--- config.mk ---
export PLATFORM = sky130hd
export DESIGN_NAME = twba_out_fifo
export DESIGN_NICKNAME = d
export VERILOG_FILES = /design/src/rtl/core/twba_pkg.sv /design/src/rtl/core/twba_out_fifo.sv
export SDC_FILE = /design/constraint.sdc
export NUM_CORES = 1
export LEC_CHECK = 0
export BUFFER_PORTS_ARGS = -buffer_cell sky130_fd_sc_hd__buf_2
export CAP_MARGIN = 20
export CELL_PAD_IN_SITES_DETAIL_PLACEMENT = 1
export CELL_PAD_IN_SITES_GLOBAL_PLACEMENT = 2
export CORE_MARGIN = 4
export CORE_UTILIZATION = 47
export CTS_CLUSTER_SIZE = 30
export DETAILED_ROUTE_END_ITERATION = 7
export PLACE_DENSITY = 0.78
export RECOVER_POWER = 100
export SETUP_SLACK_MARGIN = 0.05
export SYNTH_ARGS = -nofsm -noshare
export SYNTH_HDL_FRONTEND = slang
export SYNTH_SLANG_ARGS = --single-unit
--- constraint.sdc ---
create_clock -name clk -period 4.8 [get_ports clk]
set_input_delay 0.24 -clock clk [delete_from_list [all_inputs] [get_ports clk]]
set_output_delay 0.24 -clock clk [all_outputs]
set_load 0.005 [all_outputs]
--- src/rtl/core/twba_pkg.sv ---
// ----------------------------------------------------------------------------
// twba_pkg
// Shared types and constants for the table with bulk assign and point add.
// ----------------------------------------------------------------------------
package twba_pkg;

  // field widths
  localparam int INDEX_W   = 10;
  localparam int VALUE_W   = 64;
  localparam int REQ_W     = 2;
  localparam int S_TDATA_W = 80;

  // request codes
  localparam logic [REQ_W-1:0] REQ_LOAD   = 2'd0;
  localparam logic [REQ_W-1:0] REQ_ASSIGN = 2'd1;
  localparam logic [REQ_W-1:0] REQ_ADD    = 2'd2;
  localparam logic [REQ_W-1:0] REQ_READ   = 2'd3;

  // epoch tags: tag zero marks a dead entry after a sweep
  localparam int                 EPOCH_W     = 8;
  localparam logic [EPOCH_W-1:0] EPOCH_DEAD  = '0;
  localparam logic [EPOCH_W-1:0] EPOCH_FIRST = EPOCH_W'(1);
  localparam logic [EPOCH_W-1:0] EPOCH_MAX   = '1;

  // result queue
  localparam int OUT_DEPTH = 4;
  localparam int PTR_W     = 2;
  localparam int CNT_W     = 3;

  typedef struct packed {
    logic [REQ_W-1:0]   req_type;
    logic [INDEX_W-1:0] index;
    logic [VALUE_W-1:0] value;
  } req_t;

  // core status toward the request handshake
  typedef struct packed {
    logic clearing;
    logic wrap_hold;
    logic read_pending;
  } core_status_t;

endpackage

--- src/rtl/core/twba_out_fifo.sv ---
// ----------------------------------------------------------------------------
// twba_out_fifo
// Small result queue between the table core and the output stream.
// ----------------------------------------------------------------------------
module twba_out_fifo (
  input  logic                         clk,
  input  logic                         rst,
  input  logic                         push,
  input  logic [twba_pkg::VALUE_W-1:0] push_data,
  output logic                         m_tvalid,
  input  logic                         m_tready,
  output logic [twba_pkg::VALUE_W-1:0] m_tdata,
  output logic [twba_pkg::CNT_W-1:0]   count
);
  import twba_pkg::*;

  logic [VALUE_W-1:0] data [OUT_DEPTH];
  logic [PTR_W-1:0]   wptr;
  logic [PTR_W-1:0]   rptr;
  logic               pop;

  assign m_tvalid = (count != '0);
  assign pop      = m_tvalid && m_tready;
  assign m_tdata  = data[rptr];

  // storage
  always_ff @(posedge clk) begin
    if (push) begin
      data[wptr] <= push_data;
    end
  end

  // pointers and fill count
  always_ff @(posedge clk) begin
    if (rst) begin
      wptr  <= '0;
      rptr  <= '0;
      count <= '0;
    end else begin
      if (push) begin
        wptr <= wptr + 1'b1;
      end
      if (pop) begin
        rptr <= rptr + 1'b1;
      end
      count <= count + CNT_W'(push) - CNT_W'(pop);
    end
  end

endmodule

==> flow_metrics.tcl <==
set metrics [dict create \
    intPower_mw 4.64 \
    yosys_warnings 0 \
    cp_max_fo 64 \
    synth_commonest_cells "edfxtp_1, mux4_2, dfxtp_1" \
    vdd_drop_max_mv 0.295 \
    violations "max-capacitance violations, max-slew violations" \
    yosysTopAreaCell "edfxtp_1" \
    rrSetupSlack_ns 2.82 \
    drt_iter0_drc 218 \
    wl_um 19000 \
    remaining_drc_errors 0 \
    syn_to_final_growth_pct 24.7 \
    leakagePower_nw 3.95 \
    grt_pass1_wl_um 30000 \
    instances_no_fill 888 \
    via_count 4598 \
    powerDensity_nw_per_um2 489 \
    tritoncts "built" \
    final_nets 671 \
    setup_viol 0 \
    rsz0062_at_grt "no" \
    synth_top_cell_area_share 0.786 \
    drt_pre_antenna_iters 7 \
    rows 52 \
    dp_slack_ns 2.25 \
    synth-edff-count 256 \
    numCtsBuffers 28 \
    antenna_found_initial 1 \
    grt.overflow.total 0 \
    post-dp-hpwl_um 10300 \
    cts_max_level 1 \
    p_comb_frac 0.146 \
    cts_root_buf "clkbuf_16" \
    holdPathStages 3 \
    swShare 0.222 \
    critPathKind "flop to primary output" \
    clkTransAtPathRegs_ns 0.06 \
    clock_sinks 265 \
    synth_top_flop_cell "edfxtp_1" \
    via_per_inst 5.18 \
    place_congestion 0.716 \
    synth.most_common_cell "edfxtp_1" \
    post-route-util 0.599 \
    post_drt_wl_per_cell_um 21.4 \
    ys_ff_latch 265 \
    ys_types 22 \
    max_freq_mhz 342 \
    fin_worst_skew_ns 0.0140 \
    postLayoutSetupSlackWorst_ns 1.87 \
    fp.dieW_um 152 \
    post_cts_buffers 0 \
    grt_max_degree 65 \
    dieArea_um2 23200 \
    cp_data_arrival_time_ns 2.69 \
    io_buffers 135 \
    start_util 0.480 \
    hp-class "primary input to flop" \
    fp.coreArea_um2 20400 \
    cap_violations 1 \
    timing_hold_violations_final 0 \
    clockBufferDepth 3 \
    critPathRequiredTime_ns 4.56 \
    fp.dieH_um 152 \
    grt_pass1_vias 5293 \
    worstMarginPinSlew_ns 1.76 \
    finalMaxSlewViolations 65 \
    clock_latency_ns 0.52 \
    seq_power_share 0.468 \
    synth_fp_nets 454 \
    power_switching_mw 1.32 \
    io_pins 136 \
    cp-start-kind "flop" \
    fin_crit_ns 2.93 \
    rr_worst_depth 7 \
    synth_area_um2 9780 \
    syn_avg_cell_area_um2 25.8 \
    status "complete, but fails checks" \
    power_frac_clock 0.386 \
    synth.area.top_cells "edfxtp_1, mux4_2, dfxtp_1, buf_12, mux4_1" \
    async_flop_share 0 \
    setup_tns_ns 0 \
    relSlewSlack -0.174 \
    ys_seq_area_frac 0.804 \
    end_kind "primary output" \
    synth_cells 379 \
    dp_cells 770 \
    min_period_over_period 0.610 \
    layout-drive-gt1-share 0.229 \
    ant_nets 0 \
    track_usage 0.163 \
]
-- final cells by class --
class                      count  area [µm²]
inverter                       6        22.5
clock buffer                  33         741
clock inverter                18         259
antenna                        1        2.50
fill                        1759        8170
sequential                   265        7870
timing repair buffer         202        1230
multi-input combinational     93        1730
tap                          270         338
-- final timing paths --
path / startpoint / endpoint
worst max-delay path: flop / m_tdata[0]
worst min-delay path: push / wptr[1]$_SDFFE_PP0P_
worst min register to register: rptr[1]$_SDFFE_PP0P_ / flop
worst max register to register: count[1]$_SDFF_PP0_ / count[2]$_SDFF_PP0_
-- power groups by stage --
stage	Clock [mW]	Combinational, mW	Sequential (mW)
finish	2.30	0.871	2.79
global route	2.46	0.953	2.81
CTS	2.36	0.852	2.85
detailed placement	0	0.805	2.90
global placement	0	0.785	2.89
floorplan	0	0.659	2.75
-- layer usage --
metal  global-route usage  vias to the layer above  wire (µm)
li1                     -                     2055          -
met2                0.280                      123       9810
met1                0.213                     2392       7870
met3               0.0395                       28        996
met5                    0                        -          0
met4               0.0415                        0        325
-- layout by cell type (no fill, tap or decap), types with 7 or more instances in the layout --
cell / count
buf_2: 31
clkbuf_1: 108
dlygate4sd3_1: 65
edfxtp_1: 256
mux4_2: 60
dfxtp_1: 7
clkbuf_16: 29
clkinv_1: 7
bufinv_16: 7
-- metrics by stage --
stage                     area [µm²]  power, mW  hold WS [ns]
final                          12200       5.96         0.115
after detailed placement       10600       3.70         0.454
after floorplan                 9780       3.41         0.339
after CTS                      12300       6.06        0.0948
after global routing           12200       6.23         0.131
after global placement         10600       3.67         0.450
-- flip-flops by register name, summed over array words and instances (netlist names), named ones only --
name / cells
count: 3
data: 256
rptr: 2
wptr: 2
-- cell families (layout without fill, tap and decap cells) --
family / count (synthesis) / count (layout) / share of synthesized area
adder cells (fa/ha/maj): 7 / 7 / 0.00972
multiplexers: 68 / 68 / 0.153
other: 0 / 1 / 0
AO/OA/AOI/OAI: 2 / 2 / 0.00179
AND/OR/NAND/NOR: 14 / 14 / 0.00768
buffers and inverters: 21 / 259 / 0.0197
flip-flops: 265 / 265 / 0.804
XOR/XNOR: 2 / 2 / 0.00333
-- worst max-delay path, stage by stage, from the launching register on --
cell and delay [ns]:
dfxtp_2 1.51, mux4_1 0.49, clkbuf_1 0.15
-- repair_timing --
item	in CTS	in global routing
resized for setup	0	0
hold buffers	65	0
hold endpoints to repair	260	0
Power figures use the tool's default switching activity.
